File: src/rtl/mxt_pkg.sv
package mxt_pkg;

  localparam int unsigned ValueBits  = 31;
  localparam int unsigned MaxNumbers = 1024;
  localparam int unsigned MaxNodes   = 32768;
  localparam int unsigned NodeW      = $clog2(MaxNodes);
  localparam int unsigned NumW       = $clog2(MaxNumbers);
  localparam int unsigned LevelW     = $clog2(ValueBits);
  localparam int unsigned LinkW      = 2 * NodeW;

  typedef struct packed {
    logic [ValueBits-1:0] value;
    logic                 last;
  } req_t;

  typedef struct packed {
    logic [ValueBits-1:0] max_xor;
    logic                 overflowed;
  } rsp_t;

  typedef enum logic [10:0] {
    StIdle   = 11'b00000000001,
    StProbe  = 11'b00000000010,
    StProbeW = 11'b00000000100,
    StIns    = 11'b00000001000,
    StInsW   = 11'b00000010000,
    StNumRd  = 11'b00000100000,
    StNumW   = 11'b00001000000,
    StWalk   = 11'b00010000000,
    StWalkW  = 11'b00100000000,
    StNext   = 11'b01000000000,
    StOut    = 11'b10000000000
  } state_e;

  typedef struct packed {
    logic load;
    logic probe_start;
    logic probe_step;
    logic ins_start;
    logic ins_step;
    logic store_num;
    logic search_start;
    logic num_read;
    logic walk_start;
    logic walk_step;
    logic walk_done;
    logic set_overflow;
    logic clear;
  } cmd_t;

  typedef struct packed {
    logic level_zero;
    logic probe_miss;
    logic store_full;
    logic no_room;
    logic more_numbers;
    logic is_last;
  } sts_t;

endpackage

File: src/rtl/mxt_ctrl.sv
module mxt_ctrl (
  input  logic          clk_i,
  input  logic          rst_ni,
  input  logic          req_valid_i,
  output logic          req_ready_o,
  output logic          rsp_valid_o,
  input  logic          rsp_ready_i,
  input  mxt_pkg::sts_t sts_i,
  output mxt_pkg::cmd_t cmd_o
);
  mxt_pkg::state_e state_q, state_d;
  logic probe_hit_q, probe_hit_d;

  assign req_ready_o = (state_q == mxt_pkg::StIdle);
  assign rsp_valid_o = (state_q == mxt_pkg::StOut);

  always_comb begin
    state_d = state_q;
    cmd_o = '0;
    probe_hit_d = probe_hit_q;
    unique case (state_q)
      mxt_pkg::StIdle: begin
        if (req_valid_i) begin
          cmd_o.load = 1'b1;
          cmd_o.probe_start = 1'b1;
          state_d = mxt_pkg::StProbe;
        end
      end
      // link read latency: StProbe waits for the registered link read at each level
      mxt_pkg::StProbe: state_d = mxt_pkg::StProbeW;
      mxt_pkg::StProbeW: begin
        if (sts_i.store_full) begin
          cmd_o.set_overflow = 1'b1;
          state_d = mxt_pkg::StNumRd;
        end else begin
          cmd_o.probe_step = 1'b1;
          if (sts_i.probe_miss || sts_i.level_zero) state_d = mxt_pkg::StIns;
          else state_d = mxt_pkg::StProbe;
        end
      end
      mxt_pkg::StIns: begin
        if (sts_i.no_room) begin
          cmd_o.set_overflow = 1'b1;
          state_d = mxt_pkg::StNumRd;
        end else begin
          cmd_o.ins_start = 1'b1;
          state_d = mxt_pkg::StInsW;
        end
      end
      mxt_pkg::StInsW: begin
        cmd_o.ins_step = 1'b1;
        if (sts_i.level_zero) begin
          cmd_o.store_num = 1'b1;
          state_d = mxt_pkg::StNumRd;
        end else state_d = mxt_pkg::StNumW;
      end
      mxt_pkg::StNumW: state_d = mxt_pkg::StInsW;
      mxt_pkg::StNumRd: begin
        if (!sts_i.is_last) state_d = mxt_pkg::StIdle;
        else begin
          cmd_o.search_start = 1'b1;
          state_d = mxt_pkg::StNext;
        end
      end
      mxt_pkg::StNext: begin
        if (sts_i.more_numbers) state_d = mxt_pkg::StWalk;
        else state_d = mxt_pkg::StOut;
      end
      mxt_pkg::StWalk: begin
        cmd_o.num_read = 1'b1;
        cmd_o.walk_start = 1'b1;
        state_d = mxt_pkg::StWalkW;
        probe_hit_d = 1'b0;
      end
      mxt_pkg::StWalkW: begin
        if (!probe_hit_q) probe_hit_d = 1'b1;
        else begin
          probe_hit_d = 1'b0;
          cmd_o.walk_step = 1'b1;
          if (sts_i.level_zero) begin
            cmd_o.walk_done = 1'b1;
            state_d = mxt_pkg::StNext;
          end
        end
      end
      mxt_pkg::StOut: begin
        if (rsp_ready_i) begin
          cmd_o.clear = 1'b1;
          state_d = mxt_pkg::StIdle;
        end
      end
      default: state_d = mxt_pkg::StIdle;
    endcase
  end

  always_ff @(posedge clk_i or negedge rst_ni) begin
    if (!rst_ni) begin
      state_q <= mxt_pkg::StIdle;
      probe_hit_q <= 1'b0;
    end else begin
      state_q <= state_d;
      probe_hit_q <= probe_hit_d;
    end
  end
endmodule

File: config.mk
export PLATFORM = sky130hd
export DESIGN_NAME = mxt_ctrl
export DESIGN_NICKNAME = d
export VERILOG_FILES = /design/src/rtl/mxt_pkg.sv /design/src/rtl/mxt_ctrl.sv
export SDC_FILE = /design/constraint.sdc
export NUM_CORES = 1
export LEC_CHECK = 0
export BUFFER_PORTS_ARGS = -buffer_cell sky130_fd_sc_hd__buf_2
export CORE_MARGIN = 3
export CORE_UTILIZATION = 49
export DETAILED_ROUTE_END_ITERATION = 12
export PLACE_DENSITY = 0.8
export SLEW_MARGIN = 5
export SYNTH_ARGS = -nofsm -noshare
export SYNTH_HDL_FRONTEND = slang
export SYNTH_SLANG_ARGS = --single-unit
File: constraint.sdc
create_clock -name clk_i -period 2.4 [get_ports clk_i]
set_input_delay 0.36 -clock clk_i [delete_from_list [all_inputs] [get_ports clk_i]]
set_output_delay 0.36 -clock clk_i [all_outputs]
set_load 0.05 [all_outputs]
==> metrics.md <==
| Metric | Value |
|---|---|
| Syn nets | `103` |
| FF+latch count, synth | `12` |
| Final hold violations | `0` |
| Initial Util | `0.530` |
| First-pass GRT wire length | `4040 µm` |
| FMAX | `0.378 GHz` |
| CTS root buf | `clkbuf_4` |
| HPWL Detailed | `1800 µm` |
| Fill count | `81` |
| Reg2Reg Depth | `6` |
| Antenna viol nets, final | `0` |
| Post-synth EDFFs | `0` |
| Post-Synth Adder-Cell Area | `0` |
| Failing checks | `setup timing` |
| Overall power | `1.11 mW` |
| Main combinational cell family by area after synthesis | `simple AND/OR/NAND/NOR gates` |
| Worst slew pin tran | `0.556 ns` |
| # setup viols final | `5` |
| XOR/XNOR share of the synthesized area | `0.0322` |
| Critical path fanouts, max | `2` |
| Gr busiest metal | `met2` |
| # placed instances | `147` |
| Commonest non-fill, non-tap cell in the layout | `buf_4` |
| RSZ-0062 raised after global routing | `true` |
| Clk_lat worst skew | `0.28 ns` |
| Number of global-route vias before repair | `897` |
| Status | `finished with violations` |
| Cell variety after synth | `39` |
| Data arrival, critical path | `2.28 ns` |
| I/O pin count | `25` |
| Core ar. | `1540 µm²` |
| Pre-CTS setup slack | `-0.00362 ns` |
| Kind of critical path | `flip-flop to output pin` |
| Nets | `150` |
| Static Leak | `0.671 nW` |
| Worst setup EP type | `output pin` |
| Worst slew margin | `0.624` |
| Area Overhead vs Synth | `60.0%` |
| Multiplexer share of the synthesized area | `0` |
| Die Area | `2190 µm²` |
| Fin cells | `155` |
| Initial antenna violation count | `0` |
| Most frequent cells in the layout | `22 x buf_4, 12 x buf_2, 11 x dfrtp_1, 9 x nor2_1, 6 x clkbuf_4` |
| Worst IR drop on VDD | `684 µV` |
| Worst Hold Depth | `2` |
| Largest net degree at the start of global routing | `13` |
| Worst clock skew | `0.00924 ns` |
| GR Util met3 | `0.0460` |
| Final Critical Period | `2.64 ns` |
| GR Util met2 | `0.461` |
| Gpl congestion | `0.772` |
| GRT overflow | `0` |
| Multi-input gate area | `543 µm²` |
| Register Area | `302 µm²` |
| Worst setup SP type | `flip-flop` |
| Clock Path Buffers | `2` |
| Mapped Area | `817 µm²` |
| Worst-path clk slew | `0.08 ns` |
| ANT cells | `0` |
| Pre-antenna DRT Iters | `4` |
| Port Buffer Count | `24` |
| Met1 GRT Util | `0.332` |
| Drt via density | `6.09` |
| Setup WS post-layout | `-0.245 ns` |
| # DRC | `0` |
| 1st-iter DRT viols | `26` |
| Drt wl/cell | `17.5 µm` |
| Cells after synthesis | `93` |
| Die X | `46.8 µm` |
| Die H | `46.8 µm` |
| Sequential share of the synthesized area | `0.369` |
| Crit share post-route | `1.10` |
| GRT Resource Usage Total | `0.267` |
| Share of post-route cells with drive strength above 1 | `0.511` |
| Reg2reg setup slack | `0.29 ns` |
| Ys flop type | `dfrtp_1` |
| Standard-cell rows | `14` |
| Syn_area_per_cell | `8.79 µm²` |
| Max Slew Vio Count | `0` |
| Compound-Gate Fraction of Synth Area | `0.119` |
| Asr flop ratio synth | `1.00` |
| Hold Crit Class | `input port to flip-flop` |
| Post-Route WL | `2710 µm` |
| Via Count | `944` |
| Max-cap viol count | `0` |
| Yosys warning total | `0` |
| Clock tree from TritonCTS | `yes` |
| Num CTS Buffers | `3` |
| Power Density | `849 nW/µm²` |
| H-tree Lvls | `1` |
| Synth Area in Simple Gates | `0.407` |
| Sink Count | `12` |
| CP required | `2.04 ns` |
## critical path, cell delays in order (launching register included)
cell,delay (ns)
dfrtp_1,0.40
or4_4,0.54
or3_4,0.34
or4b_4,0.51
clkinv_2,0.08
buf_8,0.14
## cell type report
type,instances,share of cell area
multi-input combinational,68,0.415
timing repair buffer,48,0.298
sequential,12,0.231
inverter,7,0.0211
clock buffer,4,0.0201
tap,16,0.0153
## cells by family (layout without fill, tap and decap cells)
family,Yosys count,in the layout
buffers and inverters,13,59
and+or+nand+nor,52,52
xor gates and xnor gates,3,3
DFF,12,12
AOI/OAI and AO/OA,13,13
## cells in the mapped netlist (2+ instances only)
library cell   n  share of area
a221oi_1       2          0.021
and2_1         4          0.031
buf_4          2          0.018
clkbuf_1       3          0.014
dfrtp_1       11           0.34
inv_1          6          0.028
nand2_1        3          0.014
nand2b_1       2          0.015
nand3_1        2          0.012
nor2_1        12          0.055
nor2b_1        3          0.023
nor3_1         4          0.025
nor4_1         3          0.023
nor4b_1        6          0.064
o21ai_0        2          0.012
or3_1          2          0.015
or4_4          2          0.028
xor2_1         3          0.032
## where the power goes
group	switching (mW)	internal (mW)	total, mW	leakage [nW]
clock	0.0711	0.0645	0.136	0.0150
combinational	0.379	0.352	0.731	0.493
sequential	0.0133	0.231	0.244	0.163
## path summary, 6_finish.rpt
kind                             start          end
setup / recovery            state_q[5]    cmd_o[10]
hold / removal                sts_i[5]   state_q[6]
setup reg to reg            state_q[5]   state_q[1]
hold reg to reg            probe_hit_q  probe_hit_q
max in group asynchronous       rst_ni   state_q[0]
min in group asynchronous       rst_ni   state_q[5]
## metrics by stage
step	TNS [ns]	cell area, µm²	hold slack, ns	util
final	-0.432	1310	0.297	0.848
after detailed placement	-0.00362	1130	0.256	0.732
after CTS	-0.236	1250	0.294	0.810
after floorplan	-0.357	888	0.0644	-
after global routing	-0.747	1310	0.307	0.848
after global placement	-0.00301	1130	0.247	0.732
## registers in the layout, summed over array words and instances, names as in the netlist
register and count:
state_q 11, probe_hit_q 1
## what timing repair did
action,4_1_cts,5_1_grt
buffers inserted,2,1
endpoints found under the hold margin,11,0
pin swaps,8,4
hold buffers,1,0
cloned,0,0
setup endpoints to repair,12,13
gates resized for setup,21,16
## metal layers
layer | vias up | share of wire | wire length, µm
met4 | 0 | 0.0078 | 21
met1 | 452 | 0.36 | 962
met3 | 2 | 0.095 | 257
met5 | - | 0 | 0
met2 | 61 | 0.54 | 1470
li1 | 429 | - | -
No activity file was read; power rests on OpenSTA's default activity.
